==> config.mk <==
export PLATFORM = sky130hd
export DESIGN_NAME = psu_norm
export DESIGN_NICKNAME = d
export VERILOG_FILES = /design/src/sv/psu_norm.sv
export SDC_FILE = /design/constraint.sdc
export NUM_CORES = 2
export LEC_CHECK = 0
export ABC_AREA = 1
export ABC_CLOCK_PERIOD_IN_PS = 20700
export BUFFER_PORTS_ARGS = -buffer_cell sky130_fd_sc_hd__clkbuf_2
export CORE_UTILIZATION = 40
export CTS_BUF_LIST = sky130_fd_sc_hd__clkbuf_2
export CTS_CLUSTER_SIZE = 20
export DETAILED_ROUTE_END_ITERATION = 6
export PLACE_DENSITY_LB_ADDON = 0.25
export SYNTH_ARGS = -nofsm -noshare
export SYNTH_HDL_FRONTEND = slang
export SYNTH_SLANG_ARGS = --single-unit
==> constraint.sdc <==
create_clock -name clk -period 20.7 [get_ports clk]
set_input_delay 2.07 -clock clk [delete_from_list [all_inputs] [get_ports clk]]
set_output_delay 2.07 -clock clk [all_outputs]
set_load 0.02 [all_outputs]
==> src/sv/psu_norm.sv <==
// vector normalizer: squares on one multiplier, bit serial root, three serial dividers
// no dependencies
`default_nettype none
module psu_norm (
  input  logic               clk,
  input  logic               rst_n,
  input  logic               start,
  input  logic signed [32:0] vin_x,
  input  logic signed [32:0] vin_y,
  input  logic signed [32:0] vin_z,
  output logic               done,
  output logic signed [17:0] unit_x,
  output logic signed [17:0] unit_y,
  output logic signed [17:0] unit_z
);

  typedef enum logic [1:0] {N_IDLE, N_SQ, N_ROOT, N_DIV} nstate_t;

  nstate_t            st_r;
  logic [4:0]         cnt_r;
  logic [30:0]        m_r [3];
  logic               neg_r [3];
  logic [61:0]        sq_r;
  logic               sq_vld_r;
  logic [63:0]        sum_r;
  logic [63:0]        rad_r;
  logic [31:0]        root_r;
  logic [33:0]        rrem_r;
  logic [31:0]        rem_r [3];
  logic [16:0]        tl_r [3];
  logic [16:0]        q_r [3];
  logic               done_r;
  logic signed [17:0] unit_r [3];

  logic signed [32:0] vin [3];
  logic [32:0]        amag [3];
  logic [30:0]        m_in [3];
  logic               big2, big1;
  logic [30:0]        sq_src;
  logic [35:0]        rt_sh;
  logic [35:0]        rt_trial;
  logic [32:0]        dv_sh [3];
  logic               dv_ge [3];
  logic [16:0]        q_nxt [3];

  assign vin[0] = vin_x;
  assign vin[1] = vin_y;
  assign vin[2] = vin_z;

  // common prescale so every magnitude is below 2^31
  always_comb begin
    for (int k = 0; k < 3; k++) begin
      amag[k] = vin[k][32] ? 33'(-vin[k]) : 33'(vin[k]);
    end
    big2 = amag[0][32] | amag[1][32] | amag[2][32];
    big1 = amag[0][31] | amag[1][31] | amag[2][31];
    for (int k = 0; k < 3; k++) begin
      if (big2) begin
        m_in[k] = amag[k][32:2];
      end else if (big1) begin
        m_in[k] = amag[k][31:1];
      end else begin
        m_in[k] = amag[k][30:0];
      end
    end
  end

  always_comb begin
    case (cnt_r[1:0])
      2'd0:    sq_src = m_r[0];
      2'd1:    sq_src = m_r[1];
      2'd2:    sq_src = m_r[2];
      default: sq_src = '0;
    endcase
  end

  // one root digit a cycle
  assign rt_sh    = {rrem_r, rad_r[63:62]};
  assign rt_trial = {2'b00, root_r, 2'b01};

  // one quotient bit a cycle per component
  always_comb begin
    for (int k = 0; k < 3; k++) begin
      dv_sh[k] = {rem_r[k], tl_r[k][16]};
      dv_ge[k] = dv_sh[k] >= {1'b0, root_r};
      q_nxt[k] = {q_r[k][15:0], dv_ge[k]};
    end
  end

  always_ff @(posedge clk) begin
    if (!rst_n) begin
      st_r     <= N_IDLE;
      cnt_r    <= '0;
      sq_vld_r <= 1'b0;
      done_r   <= 1'b0;
    end else begin
      case (st_r)
        N_IDLE: begin
          done_r <= 1'b0;
          if (start) begin
            for (int k = 0; k < 3; k++) begin
              m_r[k]   <= m_in[k];
              neg_r[k] <= vin[k][32];
            end
            cnt_r    <= '0;
            sum_r    <= '0;
            sq_vld_r <= 1'b0;
            st_r     <= N_SQ;
          end
        end
        N_SQ: begin
          sq_r     <= 62'(sq_src) * 62'(sq_src);
          sq_vld_r <= (cnt_r != 5'd3);
          if (sq_vld_r) begin
            sum_r <= sum_r + 64'(sq_r);
          end
          cnt_r <= cnt_r + 5'd1;
          if (cnt_r == 5'd3) begin
            rad_r  <= sum_r + 64'(sq_r);
            root_r <= '0;
            rrem_r <= '0;
            cnt_r  <= '0;
            st_r   <= N_ROOT;
          end
        end
        N_ROOT: begin
          if (rt_sh >= rt_trial) begin
            rrem_r <= 34'(rt_sh - rt_trial);
            root_r <= {root_r[30:0], 1'b1};
          end else begin
            rrem_r <= rt_sh[33:0];
            root_r <= {root_r[30:0], 1'b0};
          end
          rad_r <= {rad_r[61:0], 2'b00};
          cnt_r <= cnt_r + 5'd1;
          if (cnt_r == 5'd31) begin
            for (int k = 0; k < 3; k++) begin
              rem_r[k] <= {2'b00, m_r[k][30:1]};
              tl_r[k]  <= {m_r[k][0], 16'h0000};
              q_r[k]   <= '0;
            end
            cnt_r <= '0;
            st_r  <= N_DIV;
          end
        end
        N_DIV: begin
          for (int k = 0; k < 3; k++) begin
            rem_r[k] <= dv_ge[k] ? 32'(dv_sh[k] - {1'b0, root_r}) : dv_sh[k][31:0];
            tl_r[k]  <= {tl_r[k][15:0], 1'b0};
            q_r[k]   <= q_nxt[k];
          end
          cnt_r <= cnt_r + 5'd1;
          if (cnt_r == 5'd16) begin
            for (int k = 0; k < 3; k++) begin
              if (root_r == '0) begin
                unit_r[k] <= '0;
              end else if (neg_r[k]) begin
                unit_r[k] <= -$signed({1'b0, q_nxt[k]});
              end else begin
                unit_r[k] <= $signed({1'b0, q_nxt[k]});
              end
            end
            done_r <= 1'b1;
            cnt_r  <= '0;
            st_r   <= N_IDLE;
          end
        end
        default: st_r <= N_IDLE;
      endcase
    end
  end

  assign done   = done_r;
  assign unit_x = unit_r[0];
  assign unit_y = unit_r[1];
  assign unit_z = unit_r[2];

endmodule
`default_nettype wire

# Word-level counts from Yosys, hierarchy flattened

Memory sizes are Yosys's and may differ from the RTL's.
Index checks and enable logic that the tools add are counted.

Bits in latches: 0
Register bits after elaboration: 265
Output and inout bits: 55
RAM bits: 345
Memories kept: 6
Input bits: 102
Logic and storage cells: 182
ROM bits: 0

Multiply operators: 1
Shift operators: 0
Bitwise operators: 19
Reduce and logical (&&, ||, !) cells: 12
Muxes and demuxes: 105
Eq/ne operators: 14
$add $sub $neg: 12
Divide/modulo/power cells: 0
$lt $le $gt $ge: 4

Memory list:

| name   | words | bits a word | read ports | clocked after memory_dff | wr ports | RTL line | RTL |
|---|---|---|---|---|---|---|---|
| rem_r  | 3     | 32          | 3          | 0                        | 3        | 29       | `logic [31:0] rem_r [3];` |
| m_r    | 3     | 31          | 3          | 0                        | 3        | 21       | `logic [30:0] m_r [3];` |
| unit_r | 3     | 18          | 3          | 0                        | 3        | 33       | `logic signed [17:0] unit_r [3];` |
| q_r    | 3     | 17          | 3          | 0                        | 3        | 31       | `logic [16:0] q_r [3];` |
| tl_r   | 3     | 16          | 3          | 0                        | 3        | 30       | `logic [16:0] tl_r [3];` |
| neg_r  | 3     | 1           | 3          | 0                        | 3        | 22       | `logic neg_r [3];` |

Operators by type and width:

| cell              | number |
|---|---|
| $pmux W64 S2      | 2 |
| $mux W32          | 7 |
| $mux W64          | 3 |
| $mux W31          | 6 |
| $mux W18          | 6 |
| $ge A33 B32 Y1    | 3 |
| $mux W33          | 3 |
| $neg A33 Y33      | 3 |
| $sub A32 B32 Y32  | 3 |
| $pmux W31 S3      | 1 |
| $mux W34          | 2 |
| $pmux W34 S2      | 1 |
| $add A64 B62 Y64  | 1 |
| $pmux W32 S2      | 1 |
| $mul A31 B31 Y62  | 1 |
| $mux W1           | 55 |
| $neg A17 Y18      | 3 |
| $mux W17          | 3 |
| $mux W16          | 3 |
| $ge A36 B34 Y1    | 1 |
| $sub A34 B34 Y34  | 1 |
| $logic_not A32 Y1 | 1 |
| $mux W5           | 4 |
| $pmux W5 S4       | 1 |
| other kinds (16)  | 52 |

# Longest topological paths before layout

An unclocked memory read counts as a cell.

Depth after elaboration: 9
Gate-level depth with buffers: 39
Gate-level depth less buffers: 36

# Worst setup path after synthesis

Ideal clock, no wire load.

Kind: input-to-reg
Start: input rst_n
End: register rad_r[0], enable pin
Data required time: 19.889 ns
Cell stages on the path: 3
Path buffers: 1
Slack: 7.883 ns
Arrival time: 12.006 ns
Setup time: 0.811 ns
Cell sequence: clkbuf_1 > inv_1 > a211oi_1

Longest elaborated chain between the ends: 1

Ends and longest elaborated chain:

| what                        | RTL line | RTL |
|---|---|---|
| from (decl)                 | 6        | `input logic rst_n,` |
| $reduce_and A3 Y1 (no line) | -        |  |
| to (signal assigned)        | 119      | `rad_r <= sum_r + 64'(sq_r);` |
| to (signal assigned)        | 134      | `rad_r <= {rad_r[61:0], 2'b00};` |
| to (decl)                   | 26       | `logic [63:0] rad_r;` |

No other way between the ends.
A chain may end at the register's enable or synchronous reset.

# Worst setup path in the final report

Start: register cnt_r[0]
End: register sq_r[39] (data pin)

Longest elaborated chain between the ends: 3
Elaborated cells between the ends (all ways): 5
Those cells by class: mul: 1; eq/ne: 2; mux: 1; reduce/logical: 1

Ends and longest elaborated chain:

| what                                 | RTL line | RTL |
|---|---|---|
| from (decl)                          | 20       | `logic [4:0] cnt_r;` |
| from (signal assigned)               | 117      | `cnt_r <= cnt_r + 5'd1;` |
| from (signal assigned)               | 135      | `cnt_r <= cnt_r + 5'd1;` |
| from (signal assigned)               | 152      | `cnt_r <= cnt_r + 5'd1;` |
| $eq A2 B2 Y1 (tied with other cells) | 69       | `case (cnt_r[1:0])` |
| $pmux W31 S3 *                       | 69       |  |
| $mul A31 B31 Y62 *                   | 112      | `sq_r <= 62'(sq_src) * 62'(sq_src);` |
| to (signal assigned)                 | 112      |  |
| to (decl)                            | 23       | `logic [61:0] sq_r;` |

Mark *: on every way between the ends. The rest lies on a longest branch, timed or not.

==> flow_summary.yaml <==
run_status:
  outcome: "completed"
timing:
  worst_slew_pin_slew_ns: 1.176
  fin_crit_sh_pct: 49.47
  rsz0062_at_grt: "false"
  skew_ns: 0.1709
  finalSetupViolations: 0
  tns_ns: 0
  final.min_clock_period_ns: 10.24
  fmax_ghz: 0.09765
  slew_viol_final: 0
  finalHoldViolations: 0
  relSlewSlack_pct: 21.62
  fin_ws_ns: 10.46
yosys:
  syn_inst: 8869
  yosysTopAreaCellShare_pct: 23.98
  synth_top_flop_cell: "edfxtp_1"
  synth_fp_nets: 10195
  yosysSeqAreaShare_pct: 24.24
  synth_area_sq_um: 69120
  synth_area_leaders: "edfxtp_1 (24%), fa_1 (22%), nand2_1 (9.8%), inv_1 (9.5%), ha_1 (8.4%)"
  synthDistinctLibCells: 53
  yosys_warnings: 0
  avgSynthCellArea_sq_um: 7.794
  synth-edff-count: 552
  synthTopCellsByCount: "nand2_1 (1,807), inv_1 (1,746), nor2_1 (1,095)"
  yosysTopAreaCell: "edfxtp_1"
  ys_ff_latch: 561
  ys_async_sr_fraction_pct: 0
  yosysMostFrequentCell: "nand2_1"
cts:
  cts_tree: "yes"
  cts_root_buf: "clkbuf_2"
  cts_hold_buf: 0
  clock-sinks: 561
  cts.clk_slew.worst_paths_ns: 0.13
  htree_levels: 4
  cts_resized: 0
  cts_buffer_depth: 3
  post_cts_buffers: 0
  clk-insertion-delay-late_ns: 1.66
  cts_buffers: 157
setup_path:
  critPathKind: "reg -> reg"
  slowest_delay_ns: 0.62
  cp-start-kind: "flip-flop"
  cpMostUsedCell: "fa_1"
  cp_data_required_time_ns: 22.07
  cp_max_fo: 21
  reg2reg_depth: 31
  reg2reg_from: "cnt_r[0]"
  critPathCaptureType: "flip-flop"
  r2r_setup_slack_ns: 10.46
  r2r_end: "sq_r[39]"
  crit_arrival_ns: 11.61
  crit_path_top_delay_cell: "nand2_1"
route:
  drc: 0
  routed_wl_mm: 237.6
  wl_per_cell_microns: 20.72
  dr.pass1.iters: 6
  num_vias: 60500
  drt-initial-drc-count: 5569
  ant_nets: 0
  vias_per_cell: 5.276
final_layout:
  fin_util_pct: 43.09
  drive_above_1_share_pct: 6.023
  nFillCells: 17810
  nets: 10353
  synthToLayoutAreaGrowth_pct: 6.931
run:
  cap_violations: 0
placement:
  place_congestion: 0.9899
  place_ws_ns: 10.56
  place_hpwl_mm: 192.7
  portBuffers: 156
floorplan:
  die-height_microns: 417.7
  start_util_pct: 40.29
  rows: 152
  core_area_sq_um: 171500
  ios: 157
  die_w_microns: 417.7
  design.die.area_sq_um: 174500
worst_hold_path:
  hold_start: "rad_r[60]"
  hold-path-cell-count: 2
  hold_end: "rad_r[62]"
  hp-class: "reg -> reg"
global_routing:
  grt_pass1_vias: 59792
  antenna_found_initial: 8
  grt_pass1_wl_mm: 359.1
  grt_max_degree: 123
  grt_use_total_pct: 27.17
  grt_overflow: 0
==> cell type report <==
| type | instances | area (sq um) | area share, % |
|---|---|---|---|
| diodes | 9 | 22.52 | 0.03047 |
| clock buffers | 209 | 1046 | 1.415 |
| clock inverters | 71 | 471.7 | 0.6382 |
| inverters | 1758 | 6603 | 8.933 |
| multi-input cells | 6323 | 44810 | 60.62 |
| flip-flops and latches | 561 | 16760 | 22.67 |
| well taps | 2310 | 2890 | 3.910 |
| repair buffers | 226 | 1319 | 1.784 |
==> cells in the final DEF, fill, tap and decap left out, types with 35 or more instances in the layout <==
master and count:
nand3_1 558, nand4_1 82, o21ai_0 414, o21ai_1 64, xnor2_1 97, clkbuf_2 365, nand2_1 1803, nor3_1 76
edfxtp_1 552, buf_4 69, ha_1 463, nor2_1 1092, xor2_1 169, o21bai_1 60, clkinv_1 35, o211ai_1 44
a21oi_1 428, inv_1 1744, fa_1 760
==> flip-flops by register name (all words and copies together) (netlist names) <==
register  count
neg_r         3
rrem_r       34
m_r          93
sq_r         61
rem_r        96
st_r          2
cnt_r         5
tl_r          3
unit_r       54
root_r       32
q_r          48
done          1
sq_vld_r      1
sum_r        64
rad_r        64
==> layer usage <==
metal / part of all wire, % / wire [microns] / track usage, % / up-vias
met3: 7.1 / 16960 / 3.885 / 424
li1: - / - / - / 28452
met1: 45 / 106000 / 38.24 / 29405
met5: 0.0046 / 11 / 0 / -
met2: 45 / 105800 / 42.56 / 2217
met4: 3.7 / 8825 / 9.629 / 2
==> cell families after synthesis <==
logic type	count (synthesis)	share of synthesized area, %
adder cells (fa/ha/maj)	1224	30.41
AND/OR/NAND/NOR	3704	21.96
XOR/XNOR	266	3.370
multiplexers	1	0.01448
AO/OA/AOI/OAI	1128	8.978
buffers and inverters	1985	11.03
flip-flops	561	24.24
==> stage by stage <==
stage / instance area, sq um / std cells / hold slack [ns]
detailed placement: 72370 / 11178 / 0.4683
finish: 73910 / 11467 / 0.4497
CTS: 73890 / 11458 / 0.4404
global route: 73910 / 11466 / 0.4647
floorplan: 69120 / 8869 / 0.4498
global placement: 72370 / 11178 / 0.4657
==> critical path: cells and delay by family, from the launching register on <==
kind / cells / cell delay [ns]
adder cells (fa/ha/maj): 10 / 4.82
buffers and inverters: 9 / 1.60
AND/OR/NAND/NOR: 6 / 1.59
AO/OA/AOI/OAI: 5 / 1.41
flip-flops: 1 / 0.37
XOR/XNOR: 1 / 0.27
==> how the worst max path moves through the flow <==
stage / start / to / slack (ns) / cells after the start
2_1_floorplan: rst_n / rad_r[0] / 7.88 / 3
3_3_place_gp: cnt_r[0] / sq_r[39] / 10.44 / 31
3_5_place_dp: cnt_r[0] / sq_r[39] / 10.56 / 31
4_1_cts: cnt_r[0] / sq_r[39] / 10.61 / 31
5_1_grt: cnt_r[0] / sq_r[39] / 10.16 / 31
6_report: cnt_r[0] / sq_r[39] / 10.46 / 31
Power is not shown: default switching activity piles up to over one toggle a cycle in this logic, so the estimate is an artifact.
