## src/sv/psu_ram.sv

```systemverilog
// generic single write port ram with registered read
// no dependencies
`default_nettype none
module psu_ram #(
  parameter int WIDTH = 8,
  parameter int DEPTH = 16,
  parameter int AW    = (DEPTH > 1) ? $clog2(DEPTH) : 1
) (
  input  logic             clk,
  input  logic             we,
  input  logic [AW-1:0]    waddr,
  input  logic [WIDTH-1:0] wdata,
  input  logic             re,
  input  logic [AW-1:0]    raddr,
  output logic [WIDTH-1:0] rdata
);

  logic [WIDTH-1:0] mem [DEPTH];
  logic [WIDTH-1:0] rdata_r;

  always_ff @(posedge clk) begin
    if (we) begin
      mem[waddr] <= wdata;
    end
    if (re) begin
      rdata_r <= mem[raddr];
    end
  end

  assign rdata = rdata_r;

endmodule
`default_nettype wire

```

## config.mk

```make
export PLATFORM = sky130hd
export DESIGN_NAME = psu_ram
export DESIGN_NICKNAME = d
export VERILOG_FILES = /design/src/sv/psu_ram.sv
export SDC_FILE = /design/constraint.sdc
export NUM_CORES = 1
export LEC_CHECK = 0
export ABC_AREA = 1
export BUFFER_PORTS_ARGS = -buffer_cell sky130_fd_sc_hd__buf_2
export CAP_MARGIN = 20
export CORE_ASPECT_RATIO = 2
export CORE_MARGIN = 4
export CORE_UTILIZATION = 40
export CTS_BUF_LIST = sky130_fd_sc_hd__clkbuf_4 sky130_fd_sc_hd__clkbuf_8
export DETAILED_ROUTE_END_ITERATION = 8
export PLACE_DENSITY = 0.58
export SETUP_SLACK_MARGIN = 0.2
export SLEW_MARGIN = 20
export SYNTH_ARGS = -nofsm -noshare
export SYNTH_HDL_FRONTEND = slang
export SYNTH_SLANG_ARGS = --single-unit
```

## constraint.sdc

```tcl
create_clock -name clk -period 1.3 [get_ports clk]
set_input_delay 0.26 -clock clk [delete_from_list [all_inputs] [get_ports clk]]
set_output_delay 0.26 -clock clk [all_outputs]
set_load 0.02 [all_outputs]
```

-- After elaboration in Yosys (flattened, before gate mapping)
Memory sizes are Yosys's and may differ from the RTL's. A register that Yosys moved wholly into a read port is not among the register bits.
Index checks and enable logic that the tools add are counted.
- muxes and demuxes: 2
- operators by type and width (cell ; number):
    $mux 1 ; 2
- register bits after elaboration: 0
- memory bits (writable): 128
- memories: 1
- memories (name ; depth ; width ; read ports ; clocked after Yosys merged registers in ; write ports ; line ; RTL):
    mem ; 16 ; 8 ; 1 ; 1 ; 1 ; 18 ; logic [WIDTH-1:0] mem [DEPTH];

-- Longest topological paths before layout
Gate-level depths: netlist of the first run.
- word-level depth: 2
- gate-level depth with buffers: 8
- mapped depth without buffers: 7

-- Worst setup path after synthesis of the first run
No wires, ideal clock.
- path type: in2reg
- start point: input waddr[3]
- end point: memory mem[4][0] (enable)
- data arrival time: 841 ps
- required time: 930 ps
- path slack: 89 ps
- stages: 2
- path buffers: 0
- path through: nand3b_1 nor2_1
- RTL lines (item ; line ; RTL):
    start, declared ; 11 ; input logic [AW-1:0] waddr,
    end, declared ; 18 ;
Straight into the memory's write port.

-- Worst setup path after layout of the first run
- start point: register rdata_r[1] (netlist: rdata[1]), read port of mem
- end point: output rdata[1]
- RTL lines (item ; line ; RTL):
    start, declared ; 19 ; logic [WIDTH-1:0] rdata_r;
    end, declared ; 15 ; output logic [WIDTH-1:0] rdata
No word-level cell between the ends.

==> metrics.md, run 1 <==
| Metric | Value |
|---|---|
| Outcome | finished, final reports clean |
| Final Critical Period | approximately 1200 ps |
| Layout Cells excl Fill | 812 |
| Clock sinks | roughly 140 |
| Synth area leaders | edfxtp_1, nand2_1, nand3_1, inv_1, buf_6 |
| Most common cell after layout, fill and taps aside | nand2_1 |
| Max stage delay on crit path | 400 ps |
| Pwr/cell area | 1270 nW/µm² |
| Layout area overhead | 22.6% |
| Antenna violations before repair | 0 |
| Clk pin slew, worst setup/hold paths | 70 ps |
| Critical path fanouts, max | 1 |
| Delay-heaviest family, CP | flip-flops |
| Synth Warn # | 0 |
| Dpl cells | 780 |
| DRC errors left | 0 |
| Actual slew at the worst max-slew pin | 673 ps |
| Post-synth cell types | 11 |
| Largest net degree at the start of global routing | between 50 and 60 |
| CTS tree | done |
| Worst vdd ir | 624 µV |
| Filler Cell Count | 1,247 |
| Seq cells post-synth | 136 |
| WS Path Type | reg -> out |
| Final ANT Viol Nets | 0 |
| Sequential fraction of the synthesis area | 69.8% |
| Initial core utilization | 40.7% |
| Critical Path Start Type | flip-flop |
| Synth Net Count | 570 |
| Core area | 14,400 µm² |
| Total grt overflow | 0 |
| Mapped Area | approximately 6000 µm² |
| Slowest-stage cell, CP | edfxtp_1 |
| Largest family of logic cells by synthesized area | simple AND/OR/NAND/NOR gates |
| Syn Inst Count | 551 |
| Clock skew | 5.67 ps |
| Period utilization | 95.9% |
| GP Congestion | 0.813 |
| Post-Synth Simple-Gate Area | 20.8% |
| Area share of the largest cell type after synthesis | a little over two thirds |
| CP Buf/Inv Count | 1 |
| Worst skew pair latency | ~430 ps |
| Routed via count | 3,907 |
| GRT Total Usage | 17.7% |
| HPWL Detailed | 9400 µm |
| CTS Buffer Depth | 2 |
| Cell accounting for the most synthesized area | edfxtp_1 |
| Final setup viols | 0 |
| Max-slew headroom | 55.1% |
| FMAX | 0.803 GHz |
| Num CTS Buffers | 17 |
| Synth Area in Adders | 0% |
| Mux cell area share after synthesis | 0% |
| H-tree depth | 4 |
| Worst hold-check slack | 170 ps |
| Syn Area/Cell | between 10 and 15 µm² |
| WL final | between 10,000 and 15,000 µm |
| Chip width | roughly 93 µm |
| Vias per cell | 4.81 |
| Die Height | 179 µm |
| Cell Rows | 62 |
| Hold-fix buffers at CTS | 0 |
| Compound-Gate Fraction of Synth Area | 0% |
| Hold Fails Final Rpt | 0 |
| Synth Area in XOR/XNOR | 0% |
| DRT iter0 DRCs | roughly 280 |
| Pwr Total | 9090 µW |
| Nets | 626 |
| Crit-path cells | buf_6 |
| CTS Root Buffer Type | clkbuf_8 |
| Buffers on Ports | 26 |
| Vias in the first global route | 3,877 |
| WP data arrival | ~1000 ps |
| Max cap viols | 0 |
| Leak | 0.00304 µW |
| First-pass DRT Iterations | 5 |
| Worst Setup End Kind | output port |
| Worst hold path type | in -> reg |
| Routed len/inst | 17.4 µm |
| Antenna fix cells | 0 |
| Top Ports | 27 |
| RSZ-0062 raised after global routing | yes |
| Slew Viols, Final | 0 |
| Die area | between 15,000 and 20,000 µm² |
| Worst path required time | 1040 ps |
| First-pass GRT wire length | 21,100 µm |
| Layout cells sized above 1 | 25.5% |
| Most frequent cells in the layout | nand2_1, edfxtp_1, inv_1 |
-- cells in the mapped netlist (all sizes together) --
| master | count |
|---|---|
| nand2 | 173 |
| edfxtp | 136 |
| inv | 102 |
| nand3 | 97 |
| buf | 24 |
| nor2 | 17 |
| nand3b | 2 |
-- cell families after synthesis --
family                 after synthesis
DFF                                136
buffers and inverters              126
and+or+nand+nor                    289
-- metrics by stage --
stage	util (%)	setup TNS (ps)	instance area (µm²)	setup slack, ps
2_1_floorplan	-	0	5860	89.2
3_3_place_gp	45.1	-1480	6470	-240
3_5_place_dp	45.1	-1660	6470	-241
4_1_cts	48.4	0	6950	33.6
5_1_grt	49.9	0	7170	17.4
6_report	49.9	0	7170	53.9
-- path summary, 6_finish.rpt --
path	from	to	slack, ps	depth (start not counted)
min	re	rdata[2]	170	1
max	rdata[1]	rdata[1]	50	1
max reg2reg	mem[11][4]	rdata[4]	210	6
min reg2reg	mem[4][5]	rdata[5]	770	6
-- state kept, by name, indices dropped and copies added, names as in the netlist --
name / cells
rdata: 8
mem: 128
-- area by class of cell --
cell class                      instances  area (µm²)  share of cell area (%)
Multi-Input combinational cell        289        1500                    20.9
Tap cell                              192         240                    3.35
Clock inverter                         12         129                    1.80
Timing Repair Buffer                   61         574                    8.01
Clock buffer                           20         256                    3.58
Inverter                              102         383                    5.34
Sequential cell                       136        4080                    57.0
-- repair_timing --
item                       CTS  global route
hold endpoints to repair     0             0
resized for setup           22            54
setup endpoints to repair   16            16
pin swaps                    3            32
setup buffers                0             0
cloned                       0             0
-- report_power, final --
group | leakage [µW] | internal [µW] | switching (µW)
Combinational | 0.00162 | 276 | 522
Clock | 0.000184 | 1750 | 1580
Sequential | 0.00124 | 4940 | 27.8
Total | 0.00304 | 6970 | 2130
-- layer usage --
metal	vias to the layer above	GRT usage (%)	routed length [µm]
met5	-	0	0
met4	0	9.42	461
met3	23	3.32	681
met2	122	33.8	8300
met1	1869	17.7	4650
li1	1893	-	-
No activity file was read; power rests on OpenSTA's default activity.
==> run 2, diff against run 1 <==
--- a/config.mk
+++ b/config.mk
@@ -10,11 +10,11 @@
 export CAP_MARGIN = 20
 export CORE_ASPECT_RATIO = 2
 export CORE_MARGIN = 4
-export CORE_UTILIZATION = 40
+export CORE_UTILIZATION = 35
 export CTS_BUF_LIST = sky130_fd_sc_hd__clkbuf_4 sky130_fd_sc_hd__clkbuf_8
 export DETAILED_ROUTE_END_ITERATION = 8
-export PLACE_DENSITY = 0.58
-export SETUP_SLACK_MARGIN = 0.2
+export PLACE_DENSITY = 0.52
+export SETUP_SLACK_MARGIN = 0.4
 export SLEW_MARGIN = 20
 export SYNTH_ARGS = -nofsm -noshare
 export SYNTH_HDL_FRONTEND = slang
==> metrics.md, run 2 (synthesis results as in run 1) <==
| Metric | Value |
|---|---|
| Slowest-stage cell, CP | edfxtp_1 |
| Top Ports | 27 |
| FMAX | 0.782 GHz |
| Chip width | 99.4 µm |
| Most common cell after layout, fill and taps aside | nand2_1 |
| CTS Root Buffer Type | clkbuf_8 |
| Area of the multi-input gates | 1680 µm² |
| Clock sinks | 136 |
| Final Critical Period | between 1000 and 1500 ps |
| Initial core utilization | about 36% |
| Core area | 16,400 µm² |
| Clk pin slew, worst setup/hold paths | 80 ps |
| Final ANT Viol Nets | 0 |
| Die area | 19,000 µm² |
| Slew Viols, Final | 0 |
| Crit-path cells | buf_6 |
| Worst Setup End Kind | output port |
| Final Cell Area | 7400 µm² |
| Routed len/inst | ~17 µm |
| DRC errors left | 0 |
| Worst hold path stage count | 1 |
| Worst skew pair latency | 440 ps |
| GP Congestion | 0.820 |
| Most frequent cells in the layout | nand2_1, edfxtp_1, inv_1 |
| Actual slew at the worst max-slew pin | 468 ps |
| Delay-heaviest family, CP | flip-flops |
| GRT Total Usage | 16.1% |
| Max stage delay on crit path | 430 ps |
| Filler Cell Count | 1,547 |
| HPWL Detailed | a little under 10,000 µm |
| R2R cell count | 6 |
| Dpl cells | roughly 800 |
| Layout cells sized above 1 | 32.5% |
| First-pass DRT Iterations | 4 |
| Register Area | just over 4000 µm² |
| Pwr/cell area | ~1200 nW/µm² |
| Outcome | finished, final reports clean |
| Max cap viols | 0 |
| Period utilization | 98.3% |
| WS Path Type | reg -> out |
| Vias in the first global route | 4,012 |
| DRT iter0 DRCs | 163 |
| WL final | 14,300 µm |
| CP Buf/Inv Count | 1 |
| H-tree depth | 4 |
| Total grt overflow | 0 |
| Hold Fails Final Rpt | 0 |
| Critical Path Start Type | flip-flop |
| Num CTS Buffers | 17 |
| Max-slew headroom | 68.8% |
| Vias per cell | 4.73 |
| Clock skew | approximately 13 ps |
| First-pass GRT wire length | 22,200 µm |
| Critical path fanouts, max | 1 |
| Die Height | 191 µm |
| CTS Buffer Depth | 2 |
| RSZ-0062 raised after global routing | yes |
| Top reg by flops | mem |
| Final setup viols | 0 |
| Layout area overhead | 26.6% |
| WP data arrival | ~1000 ps |
| Worst vdd ir | 583 µV |
| Cell Rows | 66 |
| Largest net degree at the start of global routing | 51 |
| Leak | 0.00309 µW |
| Routed via count | 3,873 |
| Antenna violations before repair | 1 |
| Worst hold path type | in -> reg |
| Buffers on Ports | 26 |
| Worst path required time | 1040 ps |
| Layout Cells excl Fill | 819 |
| Area of placed instances | 6650 µm² |
| Crit. path cell count | 1 |
| CTS tree | done |
| Post CTS Setup Buffer Count | 0 |
| Largest register FFs | 128 |
| Antenna fix cells | 0 |
| Nets | 622 |
run 2: worst paths after layout:
| path | from | to | slack (ps) |
|---|---|---|---|
| setup reg to reg | mem[13][0] | rdata[0] | 230 |
| setup / recovery | rdata[6] | rdata[6] | 20 |
| hold reg to reg | mem[2][1] | rdata[1] | 740 |
| hold / removal | re | rdata[3] | 190 |
run 2: what timing repair did:
item | CTS | global route
pin swaps | 32 | 33
hold buffers | 0 | 0
endpoints found under the setup margin | 29 | 80
gates resized for setup | 47 | 52
run 2: layout make-up:
class / count / area share [%]
clock buffers: 21 / 3.57
clock inverters: 10 / 1.42
inverters: 102 / 5.34
multi-input cells: 289 / 22.7
flip-flops and latches: 136 / 55.2
well taps: 204 / 3.45
repair buffers: 57 / 8.36
run 2: metrics by stage:
stage	TNS, ps	total power [µW]	setup slack, ps	utilization, %	hold WS, ps
finish	0	9080	21.6	45.3	192
global route	-78.2	9430	-33.0	45.3	168
CTS	-53.6	9120	-39.9	44.0	164
detailed placement	-5380	5790	-134	40.7	643
global placement	-4020	5780	-104	40.7	646
floorplan	0	5500	166	-	359
run 2: routing by layer:
layer,wire [µm],up-vias,GRT usage (%)
met4,252,2,6.63
met3,372,20,2.89
met5,7,-,0
li1,-,1888,-
met1,5120,1895,16.0
met2,8560,68,31.6
run 2: where the power goes:
| part | switching [µW] | total [µW] | internal, µW |
|---|---|---|---|
| sequential | 32.6 | 4970 | 4940 |
| clock | 1530 | 3280 | 1750 |
| combinational | 532 | 828 | 296 |
==> run 3, diff against run 2 <==
--- a/config.mk
+++ b/config.mk
@@ -10,10 +10,10 @@
 export CAP_MARGIN = 20
 export CORE_ASPECT_RATIO = 2
 export CORE_MARGIN = 4
-export CORE_UTILIZATION = 35
-export CTS_BUF_LIST = sky130_fd_sc_hd__clkbuf_4 sky130_fd_sc_hd__clkbuf_8
+export CORE_UTILIZATION = 55
+export CTS_BUF_LIST = sky130_fd_sc_hd__clkbuf_2
 export DETAILED_ROUTE_END_ITERATION = 8
-export PLACE_DENSITY = 0.52
+export PLACE_DENSITY = 0.75
 export SETUP_SLACK_MARGIN = 0.4
 export SLEW_MARGIN = 20
 export SYNTH_ARGS = -nofsm -noshare
==> metrics.md, run 3 (synthesis results as in run 1) <==
| Metric | Value |
|---|---|
| HPWL Detailed | 8760 µm |
| Actual slew at the worst max-slew pin | slightly above 500 ps |
| Fin Setup TNS | -1660 ps |
| Worst hold path stage count | 3 |
| Clk pwr share | a little under a third |
| Initial core utilization | 55.8% |
| Fin worst setup slack | -228 ps |
| Max-slew headroom | 65.6% |
| Final ANT Viol Nets | 0 |
| Largest net degree at the start of global routing | 33 |
| Worst skew pair latency | 670 ps |
| Worst hold path type | in -> reg |
| Vias in the first global route | 3,950 |
| Worst Setup End Kind | output port |
| R2R cell count | 6 |
| Vias per cell | about 5.3 |
| Most common cell after layout, fill and taps aside | nand2_1 |
| Final Critical Period | 1530 ps |
| Critical Path Start Type | flip-flop |
| Leak | about 0.0030 µW |
| Failing checks | negative setup slack |
| CTS tree | done |
| CP Buf/Inv Count | 1 |
| Die Height | 154 µm |
| Post CTS Setup Buffer Count | 0 |
| Routed len/inst | 17.5 µm |
| Layout area overhead | 22.6% |
| Comb power frac | 9.9% |
| Core area | roughly 10,000 µm² |
| Routed via count | 4,022 |
| CTS Root Buffer Type | clkbuf_2 |
| Top Ports | 27 |
| Total grt overflow | 0 |
| GP Congestion | roughly 0.88 |
| Buffers on Ports | 26 |
| Antenna violations before repair | 1 |
| Reg-to-Reg Start | mem[2][6] |
| Setup slack, reg-to-reg | around 180 ps |
| R2R Path End | rdata[6] |
| Cell Rows | 53 |
| Worst hold start | waddr[0] |
| Die area | 12,400 µm² |
| Chip width | 80.9 µm |
| Crit-path cells | buf_6 |
| Clk pin slew, worst setup/hold paths | 200 ps |
| Nets | 623 |
| WL final | 13,200 µm |
| Worst path required time | between 1000 and 1500 ps |
| Final setup viols | 8 |
| Fraction of power consumed by sequential logic | approximately three fifths |
| Top reg by flops | mem |
| Pint | 6470 µW |
| Hold Fails Final Rpt | 0 |
| Worst vdd ir | 1500 µV |
| Delay-heaviest family, CP | flip-flops |
| Slowest-stage cell, CP | edfxtp_1 |
| Psw | 2050 µW |
| Most frequent cells in the layout | nand2_1, edfxtp_1, inv_1 |
| FMAX | 0.654 GHz |
| DRC errors left | 0 |
| WS Path Type | reg -> out |
| Clock skew | about 24 ps |
| Max cap viols | 0 |
| Period utilization | 118% |
| Filler Cell Count | a little under 800 |
| Pwr/cell area | 1190 nW/µm² |
| Outcome | finished with violations |
| First-pass DRT Iterations | 5 |
| Max stage delay on crit path | 450 ps |
| WP data arrival | 1270 ps |
| Hold Crit Endpoint | mem[1][3] |
| Slew Viols, Final | 0 |
| Critical path fanouts, max | 1 |
| Num CTS Buffers | 17 |
| DRT iter0 DRCs | 336 |
| Worst hold-check slack | 96.9 ps |
| First-pass GRT wire length | 20,700 µm |
| Net Sw Frac | 24.0% |
| Clock sinks | 136 |
| H-tree depth | 4 |
| Largest register FFs | 128 |
| Layout cells sized above 1 | 30.1% |
| RSZ-0062 raised after global routing | yes |
| CTS Buffer Depth | 2 |
| GRT Total Usage | between 20 and 25% |
==> run 3: power groups by stage <==
stage / logic (µW) / registers, µW / clock network (µW)
after global routing: 911 / 4970 / 2930
after floorplan: 417 / 5080 / 0
after detailed placement: 695 / 5060 / 0
after CTS: 797 / 4960 / 2750
after global placement: 673 / 5060 / 0
final: 843 / 4960 / 2710
==> run 3: layout make-up <==
type | instances | area [µm²] | area share [%]
Antenna cell | 1 | 2.50 | 0.0349
Clock buffer | 18 | 90.1 | 1.26
Clock inverter | 14 | 180 | 2.51
Inverter | 102 | 395 | 5.51
Multi-Input combinational cell | 289 | 1720 | 24.0
Sequential cell | 136 | 4080 | 57.0
Tap cell | 137 | 171 | 2.39
Timing Repair Buffer | 58 | 526 | 7.33
==> run 3: per-stage QoR <==
step	utilization [%]	total power [µW]	area, µm²	std cells	setup WS (ps)
finish	68.4	8520	7170	755	-228
global route	68.4	8810	7170	755	-307
CTS	67.1	8510	7030	754	-285
detailed placement	61.0	5760	6390	710	-241
global placement	61.0	5730	6390	710	-208
floorplan	-	5500	6110	551	166
==> run 3: what timing repair did <==
| item | in CTS | in global routing |
|---|---|---|
| resized for setup | 54 | 33 |
| hold endpoints to repair | 137 | 0 |
| hold buffers | 12 | 0 |
| pin swaps | 32 | 31 |
| endpoints found under the setup margin | 16 | 16 |
| cloned | 0 | 0 |
==> run 3: routing by layer <==
layer / global-route usage (%) / share of wire, % / up-vias
met5: 0 / 0 / -
met4: 12.6 / 5.0 / 0
met3: 4.75 / 5.9 / 40
met2: 41.1 / 55 / 198
met1: 25.0 / 34 / 1889
li1: - / - / 1895
==> run 3: worst max path at each step <==
| stage | from | to | cells after the start |
|---|---|---|---|
| after global routing | rdata[1] | rdata[1] | 1 |
| after floorplan | waddr[2] | mem[10][0] | 2 |
| after CTS | rdata[3] | rdata[3] | 1 |
| after detailed placement | raddr[0] | rdata[3] | 9 |
| final | rdata[3] | rdata[3] | 1 |
| after global placement | raddr[0] | rdata[3] | 9 |
